### config.mk
export PLATFORM = sky130hd
export DESIGN_NAME = session_reconnect_backoff_fsm_unit
export DESIGN_NICKNAME = d
export VERILOG_FILES = /design/src/srb_pkg.sv /design/src/session_reconnect_backoff_fsm_unit.sv /design/src/srb_ctrl.sv
export VERILOG_INCLUDE_DIRS = /design/src /design/src/src
export SDC_FILE = /design/constraint.sdc
export NUM_CORES = 1
export LEC_CHECK = 0
export BUFFER_PORTS_ARGS = -buffer_cell sky130_fd_sc_hd__buf_4
export CORE_MARGIN = 2
export CORE_UTILIZATION = 52
export CTS_CLUSTER_SIZE = 30
export DETAILED_ROUTE_END_ITERATION = 12
export HOLD_SLACK_MARGIN = 0.1
export PLACE_DENSITY = 0.83
export SLEW_MARGIN = 0
export SYNTH_ARGS = -nofsm -noshare
export SYNTH_HDL_FRONTEND = slang
export SYNTH_SLANG_ARGS = --single-unit
### constraint.sdc
create_clock -name clk -period 5.3 [get_ports clk]
set_input_delay 0.53 -clock clk [delete_from_list [all_inputs] [get_ports clk]]
set_output_delay 0.53 -clock clk [all_outputs]
set_load 0.01 [all_outputs]
### src/assert_macros.svh
// ----------------------------------------------------------------------------
// Assertion macros used by session_reconnect_backoff_fsm_unit
// Clocked on clk, disabled while rst_n is low.
// ----------------------------------------------------------------------------
`ifndef ASSERT_MACROS_SVH
`define ASSERT_MACROS_SVH

// Same-cycle implication
`define ASSERT_IMP(lbl, ante, cons, msg) \
    lbl: assert property (@(posedge clk) disable iff (!rst_n) (ante) |-> (cons)) \
        else $error(msg);

// Next-cycle implication
`define ASSERT_NXT(lbl, ante, cons, msg) \
    lbl: assert property (@(posedge clk) disable iff (!rst_n) (ante) |=> (cons)) \
        else $error(msg);

`endif

### src/srb_pkg.sv
// ----------------------------------------------------------------------------
// srb_pkg
// Types, codes and the backoff delay table of the session reconnect block.
// ----------------------------------------------------------------------------
package srb_pkg;

    localparam int DELAY_STEPS = 6;
    localparam logic [2:0] LAST_STEP = 3'(DELAY_STEPS - 1);

    localparam logic [2:0] CAUSE_NONE         = 3'd0;
    localparam logic [2:0] CAUSE_ENTITY_ERROR = 3'd4;

    localparam logic [10:0] DELAY_TABLE [8] = '{
        11'd100, 11'd200, 11'd400, 11'd800, 11'd1600, 11'd2000, 11'd2000, 11'd2000
    };

    typedef enum logic [2:0] {
        ST_SAFE_BOOT  = 3'd0,
        ST_WAIT_AGENT = 3'd1,
        ST_CREATE     = 3'd2,
        ST_ACTIVE     = 3'd3,
        ST_TEARDOWN   = 3'd4,
        ST_BACKOFF    = 3'd5
    } session_state_t;

    typedef enum logic [2:0] {
        CMD_LEAVE_BOOT   = 3'd0,
        CMD_PING         = 3'd1,
        CMD_CREATED      = 3'd2,
        CMD_BEGIN_TEAR   = 3'd3,
        CMD_TEAR_DONE    = 3'd4,
        CMD_TICK         = 3'd5
    } command_t;

    typedef struct packed {
        logic           expired;
        logic [10:0]    delay;
        logic [31:0]    reconnects;
        logic [31:0]    generation;
        logic [2:0]     cause;
        session_state_t state;
    } srb_result_t;

endpackage

### src/session_reconnect_backoff_fsm_unit.sv
// ----------------------------------------------------------------------------
// session_reconnect_backoff_fsm_unit
// Session lifecycle controller with capped exponential reconnect backoff.
// ----------------------------------------------------------------------------
// Usage:
//   Each request on the s_ group is one event: s_tuser carries the command,
//   s_tdata the success flag, current millisecond time and teardown cause.
//   Every request yields exactly one result on the m_ group showing the
//   session state, stored cause, generation, reconnect count, backoff delay
//   and the backoff-expired flag as they stand after the event.
//   Each result is registered and shown in the cycle after its request is
//   accepted; one request is taken every cycle while s_tready is high.
//   The result register frees on the cycle it is taken, so s_tready only
//   drops while a result waits and m_tready is low; the state is not
//   advanced for a request until it is accepted.
//   Reset puts the session in safe boot with all counters, cause, delay and
//   deadline at zero, and empties the result register.
// ----------------------------------------------------------------------------
`include "assert_macros.svh"

module session_reconnect_backoff_fsm_unit
    import srb_pkg::*;
(
    input  logic        clk,
    input  logic        rst_n,
    input  logic        s_tvalid,
    output logic        s_tready,
    // [0] success, [32:1] now_time, [35:33] teardown_cause, [39:36] zero
    input  logic [39:0] s_tdata,
    // [2:0] command
    input  logic [2:0]  s_tuser,
    output logic        m_tvalid,
    input  logic        m_tready,
    // [2:0] session_state, [5:3] cause_now, [37:6] generation,
    // [69:38] reconnect_count, [80:70] backoff_delay, [81] backoff_expired,
    // [87:82] zero
    output logic [87:0] m_tdata
);

    srb_result_t result;
    srb_result_t out_reg;
    logic        valid_reg;
    logic        accept;

    assign s_tready = !valid_reg || m_tready;
    assign accept   = s_tvalid && s_tready;

    srb_ctrl u_ctrl (
        .clk            (clk),
        .rst_n          (rst_n),
        .step_en        (accept),
        .command        (s_tuser),
        .success        (s_tdata[0]),
        .now_time       (s_tdata[32:1]),
        .teardown_cause (s_tdata[35:33]),
        .result         (result)
    );

    always_ff @(posedge clk or negedge rst_n)
    begin
        if (!rst_n)
            valid_reg <= 1'b0;
        else if (accept)
            valid_reg <= 1'b1;
        else if (m_tready)
            valid_reg <= 1'b0;
    end

    always_ff @(posedge clk)
    begin
        if (accept)
            out_reg <= result;
    end

    assign m_tvalid = valid_reg;
    assign m_tdata  = {6'd0, out_reg.expired, out_reg.delay, out_reg.reconnects,
                       out_reg.generation, out_reg.cause, out_reg.state};

    `ASSERT_NXT(a_result_follows, accept, m_tvalid, "accepted request gave no result")
    `ASSERT_IMP(a_expired_wait, m_tvalid && out_reg.expired, out_reg.state == ST_WAIT_AGENT, "expiry without return to wait agent")
    `ASSERT_IMP(a_active_gen, m_tvalid && out_reg.state == ST_ACTIVE, out_reg.generation != 32'd0, "active session with zero generation")
    `ASSERT_IMP(a_backoff_delay, m_tvalid && out_reg.state == ST_BACKOFF, out_reg.delay != 11'd0, "backoff with zero delay")

endmodule

### src/srb_ctrl.sv
// ----------------------------------------------------------------------------
// srb_ctrl
// Lifecycle state machine and session counters; one event per enabled cycle.
// ----------------------------------------------------------------------------
module srb_ctrl
    import srb_pkg::*;
(
    input  logic        clk,
    input  logic        rst_n,
    input  logic        step_en,
    input  logic [2:0]  command,
    input  logic        success,
    input  logic [31:0] now_time,
    input  logic [2:0]  teardown_cause,
    output srb_result_t result
);

    session_state_t state_reg, state_next;
    logic [2:0]     cause_reg, cause_next;
    logic [31:0]    gen_reg, gen_next;
    logic [31:0]    recon_reg, recon_next;
    logic [2:0]     index_reg, index_next;
    logic [10:0]    delay_reg, delay_next;
    logic [31:0]    deadline_reg, deadline_next;
    logic           expired;

    command_t    cmd;
    logic        deadline_hit;
    logic [31:0] since_deadline;
    logic [31:0] gen_inc;
    logic [10:0] table_delay;

    assign cmd            = command_t'(command);
    assign since_deadline = now_time - deadline_reg;
    assign deadline_hit   = ~since_deadline[31];
    assign gen_inc        = gen_reg + 32'd1;
    assign table_delay    = DELAY_TABLE[index_reg];

    // Next lifecycle state
    always_comb
    begin
        state_next = state_reg;
        unique case (cmd)
            CMD_LEAVE_BOOT:
                if (state_reg == ST_SAFE_BOOT) state_next = ST_WAIT_AGENT;
            CMD_PING:
                if (state_reg == ST_WAIT_AGENT)
                    state_next = success ? ST_CREATE : ST_BACKOFF;
            CMD_CREATED:
                if (state_reg == ST_CREATE)
                    state_next = success ? ST_ACTIVE : ST_TEARDOWN;
            CMD_BEGIN_TEAR:
                if (state_reg != ST_TEARDOWN) state_next = ST_TEARDOWN;
            CMD_TEAR_DONE:
                if (state_reg == ST_TEARDOWN) state_next = ST_BACKOFF;
            CMD_TICK:
                if (state_reg == ST_BACKOFF && deadline_hit) state_next = ST_WAIT_AGENT;
            default:
                state_next = state_reg;
        endcase
    end

    // Counters, backoff and the expiry flag
    always_comb
    begin
        logic enter_backoff;
        enter_backoff = 1'b0;
        cause_next    = cause_reg;
        gen_next      = gen_reg;
        recon_next    = recon_reg;
        index_next    = index_reg;
        delay_next    = delay_reg;
        deadline_next = deadline_reg;
        expired       = 1'b0;
        unique case (cmd)
            CMD_LEAVE_BOOT:
                if (state_reg == ST_SAFE_BOOT) cause_next = CAUSE_NONE;
            CMD_PING:
                if (state_reg == ST_WAIT_AGENT && !success) enter_backoff = 1'b1;
            CMD_CREATED:
                if (state_reg == ST_CREATE)
                begin
                    if (!success)
                        cause_next = CAUSE_ENTITY_ERROR;
                    else
                    begin
                        if (gen_reg == 32'd0)
                            gen_next = 32'd1;
                        else
                        begin
                            // skip zero on wrap
                            gen_next = (gen_inc == 32'd0) ? 32'd1 : gen_inc;
                            if (recon_reg != 32'hFFFF_FFFF) recon_next = recon_reg + 32'd1;
                        end
                        index_next = 3'd0;
                        delay_next = 11'd0;
                    end
                end
            CMD_BEGIN_TEAR:
                if (state_reg != ST_TEARDOWN) cause_next = teardown_cause;
            CMD_TEAR_DONE:
                if (state_reg == ST_TEARDOWN) enter_backoff = 1'b1;
            CMD_TICK:
                expired = (state_reg == ST_BACKOFF) && deadline_hit;
            default:
                expired = 1'b0;
        endcase
        if (enter_backoff)
        begin
            delay_next    = table_delay;
            deadline_next = now_time + 32'(table_delay);
            if (index_reg < LAST_STEP) index_next = index_reg + 3'd1;
        end
    end

    always_ff @(posedge clk or negedge rst_n)
    begin
        if (!rst_n)
        begin
            state_reg    <= ST_SAFE_BOOT;
            cause_reg    <= CAUSE_NONE;
            gen_reg      <= '0;
            recon_reg    <= '0;
            index_reg    <= '0;
            delay_reg    <= '0;
            deadline_reg <= '0;
        end
        else if (step_en)
        begin
            state_reg    <= state_next;
            cause_reg    <= cause_next;
            gen_reg      <= gen_next;
            recon_reg    <= recon_next;
            index_reg    <= index_next;
            delay_reg    <= delay_next;
            deadline_reg <= deadline_next;
        end
    end

    always_comb
    begin
        result.state      = state_next;
        result.cause      = cause_next;
        result.generation = gen_next;
        result.reconnects = recon_next;
        result.delay      = delay_next;
        result.expired    = expired;
    end

endmodule
==> run_results.csv, run 1 <==
group,metric,value,unit
yosys,synth-edff-count,82,
final_layout,largest_register_ffs,82,
routing,first_pass_iters,6,
yosys,synth.distinct_cells,71,
cts,clockBufferDepth,2,
timing,setup_violations,0,
critical_path,end_kind,"flop",
cts,cts_tree,"done",
cts,htreeDepth,4,
final_layout,drive_gt1_share,15.7,%
cts,cts_sinks,199,
final_layout,multi_input_area,5580,sq um
placement,hpwlAfterDp,18700,um
final_layout,diodes,0,
floorplan,die_area,23400,sq um
final_layout,area_growth_syn_to_layout,14.3,%
critical_path,crit_chain,"ha_1 > nand3_1 > nor4_1 > xor2_1 > nor4_1 > nand4_1 > nor4b_4 > nand2b_1 > o21ai_0",
timing,final.setup_skew,17.1,ps
power,pwr-share-clk,31.3,%
routing,drt_wl_total,26900,um
yosys,syn_area,11600,sq um
routing,remaining_drc_errors,0,
cts,cts_setup_buffers,0,
yosys,ys_seq_elements,199,
routing,via_per_inst,5.88,
power,totalPowerFinal,4.36,mW
final_layout,fin_util,60.5,%
timing,hold_viol,0,
routing,drt_iter0_drc,767,
placement,gp_congestion,0.924,
worst_hold_path,hold_class,"in -> async",
critical_path,startpoint_type,"flop",
global_route,grt_max_degree,73,
timing,setup_tns,0,ps
routing,wl_per_cell,17.1,um
yosys,seq_area_frac_synth,46.7,%
power,seqPwrFrac,44.3,%
yosys,syn-instance-count,1198,
final_layout,nNetsFinal,1373,
placement,io_buffers,126,
global_route,grt_pass1_vias,8814,
global_route,grt_pass1_wl,44600,um
timing,timing.fmax,271,MHz
critical_path,cp_slowest_cell,"nor4_1",
routing,wl_met3,1540,um
power,irDropWorstVdd,0.244,mV
critical_path,cp_slowest_stage_delay,590,ps
power,power.leakage,5.84,nW
routing,drtAntennaViolNets,0,
routing,via_count,9239,
routing,met2_length,13100,um
timing,slew_headroom,19.8,%
power,pwr-share-comb,24.3,%
cts,clock_latency,440,ps
power,cell_internal_pwr,2.93,mW
cts,cts_resized,0,
timing,worst_hold_slack,235,ps
final_layout,fillers,1753,
timing,worst_slew_pin_slew,1190,ps
critical_path,cp_num_buf_inv,0,
floorplan,die_h,153,um
timing,min_period_over_period,69.6,%
floorplan,rows,54,
cts,numCtsBuffers,17,
floorplan,ioPinCount,137,
global_route,grt_use_total,23.1,%
yosys,syn_area_per_cell,9.64,sq um
critical_path,worstPathArrival,3980,ps
power,power.density,330,nW/um^2
critical_path,critPathTopFamily,"simple AND/OR/NAND/NOR gates",
cts,clk_pin_slew,90,ps
cts,hold_buffers,0,
floorplan,core,21800,sq um
global_route,grt_antenna_before_repair,0,
cts,root_buffer,"clkbuf_16",
global_route,grt-ovfl-total,0,
floorplan,start_util,52.9,%
power,swShare,32.9,%
yosys,synth_ff_type,"dfrtp_1",
routing,wl_met1,11700,um
critical_path,cp.required,5590,ps
routing,highest_layer,"met4",
critical_path,crit_fanout,10,
yosys,ys_warn_count,0,
run_status,outcome,"finished clean",
timing,drv_slew,0,
yosys,async_flop_share,58.8,%
floorplan,die_x,153,um
critical_path,critPathKind,"reg -> reg",
timing,rsz0062_at_grt,"no",
critical_path,critPathMostFrequentCell,"nor4_1",
final_layout,register_area,5390,sq um
power,net-switching-power,1.44,mW
timing,fin_crit,3690,ps
job,max_cap_viol_count,0,
## cell usage after synthesis (all sizes together) (44+ instances only)
library cell  number  area (sq um)
clkbuf            45           171
dfrtp            117          2930
edfxtp            82          2460
ha                47           588
inv               64           240
nand2            133           502
nand3             64           320
nor2              82           313
nor3              44           241
o21ai             84           420
xnor2             68           596
xor2              46           403
## cells by family after synthesis
logic type / Yosys count / synth area share (%)
muxes: 12 / 1.13
xor gates and xnor gates: 114 / 8.64
and+or+nand+nor: 464 / 20.9
adders and majority gates: 48 / 5.26
AOI/OAI and AO/OA: 217 / 12.2
buffers and inverters: 143 / 5.18
other: 1 / 0.0325
DFF: 199 / 46.7
## per-stage QoR
step                setup slack, ps  std cells  area [sq um]
floorplan                      1090       1203         11600
global placement               1820       1539         12600
detailed placement             1760       1539         12600
CTS                            1740       1571         13200
global route                   1370       1571         13200
finish                         1610       1571         13200
## worst paths after layout
path                       depth (start not counted)                     from  slack [ps]                      end
hold / removal                                     1                    rst_n         240       u_ctrl.gen_reg[23]
setup / recovery                                   9        u_ctrl.gen_reg[0]        1610       u_ctrl.gen_reg[31]
hold reg to reg                                    2  u_ctrl.deadline_reg[24]         480  u_ctrl.deadline_reg[24]
min in group clk                                   3               s_tdata[1]         290   u_ctrl.deadline_reg[0]
max in group asynchronous                          2                    rst_n        3850       u_ctrl.gen_reg[28]
setup reg to reg                                   9        u_ctrl.gen_reg[0]        1610       u_ctrl.gen_reg[31]
## power groups by stage
stage | registers, mW | logic (mW) | clock network, mW
final | 1.93 | 1.06 | 1.37
after global routing | 1.96 | 1.22 | 1.45
after CTS | 1.93 | 1.07 | 1.39
after detailed placement | 1.96 | 1.06 | 0
after global placement | 1.95 | 1.01 | 0
after floorplan | 1.95 | 0.746 | 0
## cells in the final DEF (no fill, tap or decap), drive strengths merged, types with 5 or more instances in the layout
cell type,netlist,final
a2111oi,7,7
a211oi,5,5
a21o,19,19
a21oi,30,30
a221o,13,13
a22o,6,6
a31oi,7,7
and2,7,7
and3,30,30
and4,7,7
buf,34,135
clkbuf,45,17
clkinv,0,5
conb,1,6
dfrtp,117,117
edfxtp,82,82
ha,47,47
inv,64,74
mux2,8,8
nand2,133,133
nand2b,8,8
nand3,64,64
nand4,36,36
nor2,82,82
nor2b,6,6
nor3,44,44
nor4,23,23
o21ai,84,84
o31ai,17,17
or2,6,6
or3,8,8
xnor2,68,68
xor2,46,46
## final cells by class
| class | instances | share of cell area [%] |
|---|---|---|
| Inverter | 64 | 1.84 |
| Sequential cell | 199 | 40.8 |
| Clock inverter | 15 | 1.54 |
| Multi-Input combinational cell | 861 | 42.3 |
| Clock buffer | 17 | 3.22 |
| Tap cell | 280 | 2.65 |
| Timing Repair Buffer | 135 | 7.67 |
## per-layer routing
| metal | GRT usage [%] | vias up |
|---|---|---|
| met3 | 4.39 | 42 |
| met2 | 37.5 | 316 |
| met4 | 7.45 | 0 |
| li1 | - | 4435 |
| met5 | 0 | - |
| met1 | 31.6 | 4446 |
Note: power is estimated with default switching activity, not from simulation.
==> run 2: changes to the inputs <==
--- a/config.mk
+++ b/config.mk
@@ -6,6 +6,7 @@
 export SDC_FILE = /design/constraint.sdc
 export NUM_CORES = 1
 export LEC_CHECK = 0
+export ABC_AREA = 1
 export BUFFER_PORTS_ARGS = -buffer_cell sky130_fd_sc_hd__buf_4
 export CORE_MARGIN = 2
 export CORE_UTILIZATION = 52
==> constraint.sdc (replaced) <==
create_clock -name clk -period 3.4 [get_ports clk]
set_input_delay 0.34 -clock clk [delete_from_list [all_inputs] [get_ports clk]]
set_output_delay 0.34 -clock clk [all_outputs]
set_load 0.01 [all_outputs]
==> run 2 against run 1 <==
Effect of this change:
- design area is 2.0% higher
- combinational power is 140% higher
- die area is 0.52% higher
- clock power is 59% higher
- critical path type unchanged
- highest routed layer is now met5
==> run_results.csv, run 2 <==
group,metric,value,unit
yosys,seq_area_frac_synth,46.4,%
yosys,synthAdderAreaFrac,5.23,%
final_layout,nNetsFinal,1685,
timing,drv_slew,0,
timing,fin_crit,3020,ps
cts,root_buffer,"clkbuf_16",
yosys,synth_top_family_by_area,"simple AND/OR/NAND/NOR gates",
routing,drt_wl_total,29200,um
routing,wl_met1,12300,um
yosys,synth-simple-area-share,27.6,%
cts,cts_tree,"done",
timing,rsz0062_at_grt,"no",
yosys,synth-xor-area-share,3.53,%
yosys,async_flop_share,58.8,%
cts,numCtsBuffers,17,
routing,drtAntennaViolNets,0,
placement,hpwlAfterDp,21400,um
yosys,syn-instance-count,1469,
yosys,synth_common_cells,"nand2_1 (413), inv_1 (174), nor2_1 (151)",
power,irDropWorstVdd,0.419,mV
yosys,ys_seq_elements,199,
global_route,grt_antenna_before_repair,1,
final_layout,final_cell_mix,"nand2_1 (412), inv_1 (174), nor2_1 (148)",
routing,highest_layer,"met5",
timing,final.setup_skew,11.6,ps
placement,io_buffers,126,
cts,htreeDepth,4,
yosys,synth-compound-area-share,9.52,%
critical_path,critPathKind,"reg -> reg",
final_layout,fin_util,61.5,%
timing,setup_violations,0,
timing,timing.fmax,331,MHz
cts,cts_sinks,199,
yosys,synth_top_area_share,25.2,%
routing,wl_met3,1990,um
yosys,synth.area.mux_share,0,%
cts,clock_latency,440,ps
global_route,grt-ovfl-total,0,
timing,setup_tns,0,ps
final_layout,fin_cells,1883,
floorplan,ioPinCount,137,
timing,slew_headroom,40.4,%
floorplan,rows,54,
timing,hold_viol,0,
power,totalPowerFinal,8.12,mW
placement,dp_cells,1850,
worst_hold_path,hold_class,"in -> reg",
floorplan,die_h,153,um
power,power.density,603,nW/um^2
yosys,synth-edff-count,82,
routing,remaining_drc_errors,0,
yosys,yosys-top-cells-area,"dfrtp_1 (25%), edfxtp_1 (21%), nand2_1 (13%), inv_1 (5.6%), ha_1 (5.1%)",
yosys,yosysTopAreaCell,"dfrtp_1",
placement,gp_congestion,0.962,
routing,met2_length,14000,um
job,max_cap_viol_count,0,
critical_path,worstPathArrival,3390,ps
global_route,grt_use_total,25.1,%
routing,via_count,10300,
cts,cts_setup_buffers,0,
cts,clk_pin_slew,70,ps
yosys,syn_area,11600,sq um
run_status,outcome,"finished clean",
critical_path,startpoint_type,"flop",
final_layout,final_common_cell,"nand2_1",
yosys,yosysMostFrequentCell,"nand2_1",
critical_path,cp.required,3760,ps
timing,min_period_over_period,88.9,%
floorplan,die_area,23600,sq um
yosys,syn_area_per_cell,7.91,sq um
yosys,synth_ff_type,"dfrtp_1",
routing,via_per_inst,5.49,
critical_path,crit_fanout,7,
global_route,grt_pass1_wl,48300,um
final_layout,drive_gt1_share,12.9,%
power,power.leakage,6.26,nW
routing,wl_per_cell,15.5,um
global_route,grt_max_degree,66,
critical_path,end_kind,"flop",
routing,drt_iter0_drc,739,
final_layout,diodes,0,
routing,first_pass_iters,5,
final_layout,largest_register_ffs,82,
global_route,grt_pass1_vias,10000,
critical_path,r2r_setup_slack,380,ps
yosys,synth.distinct_cells,51,
cts,clockBufferDepth,2,
final_layout,fillers,1932,
yosys,ys_warn_count,0,
floorplan,core,21900,sq um
floorplan,die_x,153,um
floorplan,start_util,53.1,%
final_layout,area_growth_syn_to_layout,16.0,%
timing,worst_slew_pin_slew,894,ps
## run 2: repair_timing
item | CTS | global route
resized for setup | 0 | 2
hold endpoints to repair | 62 | 0
hold buffers | 1 | 0
setup endpoints to repair | 0 | 1
## run 2: final timing paths
| kind | startpoint | end | depth (start not counted) |
|---|---|---|---|
| max in group asynchronous | rst_n | u_ctrl.deadline_reg[15] | 3 |
| worst min-delay path | s_tdata[2] | u_ctrl.deadline_reg[1] | 3 |
| worst max-delay path | u_ctrl.index_reg[0] | u_ctrl.deadline_reg[30] | 14 |
| min in group asynchronous | rst_n | u_ctrl.gen_reg[5] | 2 |
| worst max register to register | u_ctrl.index_reg[0] | u_ctrl.deadline_reg[30] | 14 |
| worst min register to register | u_ctrl.deadline_reg[22] | u_ctrl.deadline_reg[22] | 2 |
## run 2: kinds of logic after synthesis
logic type	after synthesis
buf+inv	225
compound gates	202
other cells	1
fa+ha+maj	48
simple gates	748
flops	199
xor+xnor	46
## run 2: metal layers
layer,global-route usage (%),vias to the layer above
li1,-,5039
met1,32.3,4875
met2,41.8,361
met3,5.50,63
met4,9.65,2
met5,0,-
## run 2: area by class of cell
type	count	area, sq um	area share, %
flip-flops and latches	199	5390	40.0
multi-input cells	1050	5360	39.8
repair buffers	138	1050	7.80
inverters	184	693	5.15
clock buffers	20	447	3.32
well taps	280	350	2.60
clock inverters	12	176	1.31
## run 2: critical path: stages (launching register included)
cell	delay, ps
dfrtp_1	460
inv_1	100
ha_1	330
nor2_1	180
a21oi_1	90
ha_1	360
nand2_1	90
o21ai_0	260
nand2_1	130
a31oi_1	310
nand3_1	180
nor2_1	160
xor2_1	160
nand2_1	60
o21ai_0	80
## run 2: power by group
| group | switching [mW] | total [mW] | internal (mW) |
|---|---|---|---|
| clock | 0.926 | 2.18 | 1.25 |
| combinational | 1.57 | 2.51 | 0.941 |
| sequential | 0.342 | 3.42 | 3.08 |
## run 2: per-stage QoR
stage	setup WS [ps]	hold WS, ps	area [sq um]
after detailed placement	354	468	12800
final	376	130	13500
after global placement	480	463	12800
after CTS	349	121	13500
after global routing	68.8	142	13500
after floorplan	835	44.4	11600
==> run 3: changes to the inputs <==
--- a/config.mk
+++ b/config.mk
@@ -9,11 +9,11 @@
 export ABC_AREA = 1
 export BUFFER_PORTS_ARGS = -buffer_cell sky130_fd_sc_hd__buf_4
 export CORE_MARGIN = 2
-export CORE_UTILIZATION = 52
+export CORE_UTILIZATION = 59
 export CTS_CLUSTER_SIZE = 30
 export DETAILED_ROUTE_END_ITERATION = 12
 export HOLD_SLACK_MARGIN = 0.1
-export PLACE_DENSITY = 0.83
+export PLACE_DENSITY = 0.92
 export SLEW_MARGIN = 0
 export SYNTH_ARGS = -nofsm -noshare
 export SYNTH_HDL_FRONTEND = slang
==> run 3 against run 2 <==
Effect of this change:
- sequential share of layout area is 0.052 points higher
- core utilization is 7.8 points higher
- cell count is 0.80% lower
==> run_results.csv, run 3 (synthesis gave the netlist of run 2 again) <==
group,metric,value,unit
floorplan,die_x,144,um
cts,clock_latency,450,ps
critical_path,cp_slowest_cell,"dfrtp_1",
floorplan,die_area,20800,sq um
routing,wl_per_cell,16.0,um
floorplan,die_h,144,um
final_layout,drive_gt1_share,13.2,%
routing,drt_iter0_drc,1174,
final_layout,diodes,0,
floorplan,core,19400,sq um
cts,numCtsBuffers,17,
cts,cts_setup_buffers,0,
final_layout,largest_register_ffs,82,
routing,via_per_inst,5.69,
cts,cts_tree,"done",
cts,cts_sinks,199,
worst_hold_path,hold_class,"in -> reg",
power,power.density,602,nW/um^2
placement,hpwlAfterDp,21600,um
critical_path,startpoint_type,"flop",
power,irDropWorstVdd,0.390,mV
critical_path,cp_slowest_stage_delay,450,ps
placement,gp_congestion,1.03,
cts,htreeDepth,4,
run_status,outcome,"finished clean",
timing,hold_viol,0,
critical_path,end_kind,"flop",
final_layout,final_common_cell,"nand2_1",
global_route,grt-busiest-layer,"met2",
timing,slew_headroom,46.6,%
floorplan,start_util,59.9,%
critical_path,crit_fanout,7,
final_layout,final_cell_mix,"nand2_1 (412), inv_1 (174), nor2_1 (148)",
power,power.leakage,6.26,nW
global_route,grt_pass1_wl,48300,um
timing,fin_crit,3090,ps
placement,io_buffers,126,
global_route,grt-ovfl-total,0,
global_route,grt_antenna_before_repair,0,
global_route,use_met3,6.56,%
timing,worst_hold_slack,112,ps
timing,timing.fmax,324,MHz
critical_path,cp_num_buf_inv,1,
global_route,met1_usage,37.6,%
critical_path,critPathTopFamily,"simple AND/OR/NAND/NOR gates",
critical_path,crit_chain,"inv_1 > ha_1 > nor2_1 > a21oi_1 > ha_1 > nand2_1 > nor3_1 > nand3_1 > a31oi_1 > nand3_1 > nor2_1 > xor2_1 > nand2_1 > o21ai_0",
routing,via_count,10600,
routing,remaining_drc_errors,0,
final_layout,register_area,5390,sq um
job,max_cap_viol_count,0,
floorplan,ioPinCount,137,
critical_path,cp.required,3770,ps
timing,setup_tns,0,ps
final_layout,multi_input_area,5360,sq um
routing,drtAntennaViolNets,0,
global_route,grt_pass1_vias,10000,
timing,drv_slew,0,
global_route,met2_usage,49.5,%
power,totalPowerFinal,8.10,mW
timing,rsz0062_at_grt,"no",
timing,min_period_over_period,90.9,%
final_layout,nNetsFinal,1685,
critical_path,worstPathArrival,3460,ps
routing,first_pass_iters,8,
timing,setup_violations,0,
cts,clockBufferDepth,2,
floorplan,rows,51,
routing,drt_wl_total,29900,um
global_route,grt_use_total,29.7,%
cts,root_buffer,"clkbuf_16",
final_layout,area_growth_syn_to_layout,15.8,%
global_route,grt_max_degree,71,
timing,final.setup_skew,9.74,ps
cts,clk_pin_slew,80,ps
final_layout,fillers,1553,
timing,worst_slew_pin_slew,802,ps
critical_path,critPathKind,"reg -> reg",
## run 3: cell count changes in the layout (fill, tap and decap cells not counted), sizes merged
cell      change
clkinvlp      -1
inv           +6
bufinv        -2
clkbuf        -3
## run 3: worst reg2reg max path: stages, from the launching register on
cell	delay, ps
dfrtp_1	450
inv_1	90
ha_1	320
nor2_1	220
a21oi_1	120
ha_1	390
nand2_1	90
nor3_1	220
nand3_1	140
a31oi_1	340
nand3_1	190
nor2_1	150
xor2_1	160
nand2_1	70
o21ai_0	80
## run 3: cell type report
cell class	instances	area share, %
Sequential cell	199	40.1
Clock inverter	15	1.39
Multi-Input combinational cell	1050	39.9
Clock buffer	17	3.16
Inverter	184	5.15
Tap cell	265	2.46
Timing Repair Buffer	138	7.91
## run 3: worst paths after layout
path	startpoint	endpoint	slack (ps)	depth (start not counted)
max in group asynchronous	rst_n	u_ctrl.deadline_reg[25]	2070	3
min in group asynchronous	rst_n	u_ctrl.gen_reg[15]	530	2
max	u_ctrl.index_reg[0]	u_ctrl.deadline_reg[30]	310	14
min	s_tdata[2]	u_ctrl.deadline_reg[1]	110	3
max reg2reg	u_ctrl.index_reg[0]	u_ctrl.deadline_reg[30]	310	14
min reg2reg	u_ctrl.delay_reg[10]	u_ctrl.delay_reg[10]	490	2
## run 3: what timing repair did
item,CTS,global route
setup endpoints to repair,0,3
hold buffers,1,0
endpoints found under the hold margin,54,0
resized for setup,0,2
## run 3: report_power, final
part           total, mW  internal [mW]  leakage [nW]  switching (mW)
registers           3.42           3.08          2.13           0.343
logic               2.56          0.942          3.83            1.61
clock network       2.12           1.12         0.299           0.999
## run 3: layer usage
layer | share of wire (%) | wire length (um)
met1 | 39 | 11800
met2 | 48 | 14500
met3 | 8.6 | 2570
met4 | 3.6 | 1070
met5 | 0 | 0
## run 3: per-stage QoR
| stage | util (%) | instance area [sq um] | worst slack (ps) | cells |
|---|---|---|---|---|
| 2_1_floorplan | - | 11600 | 835 | 1474 |
| 3_3_place_gp | 66.1 | 12800 | 445 | 1835 |
| 3_5_place_dp | 66.1 | 12800 | 367 | 1835 |
| 4_1_cts | 69.3 | 13400 | 262 | 1868 |
| 5_1_grt | 69.3 | 13500 | 54.0 | 1868 |
| 6_report | 69.3 | 13500 | 310 | 1868 |
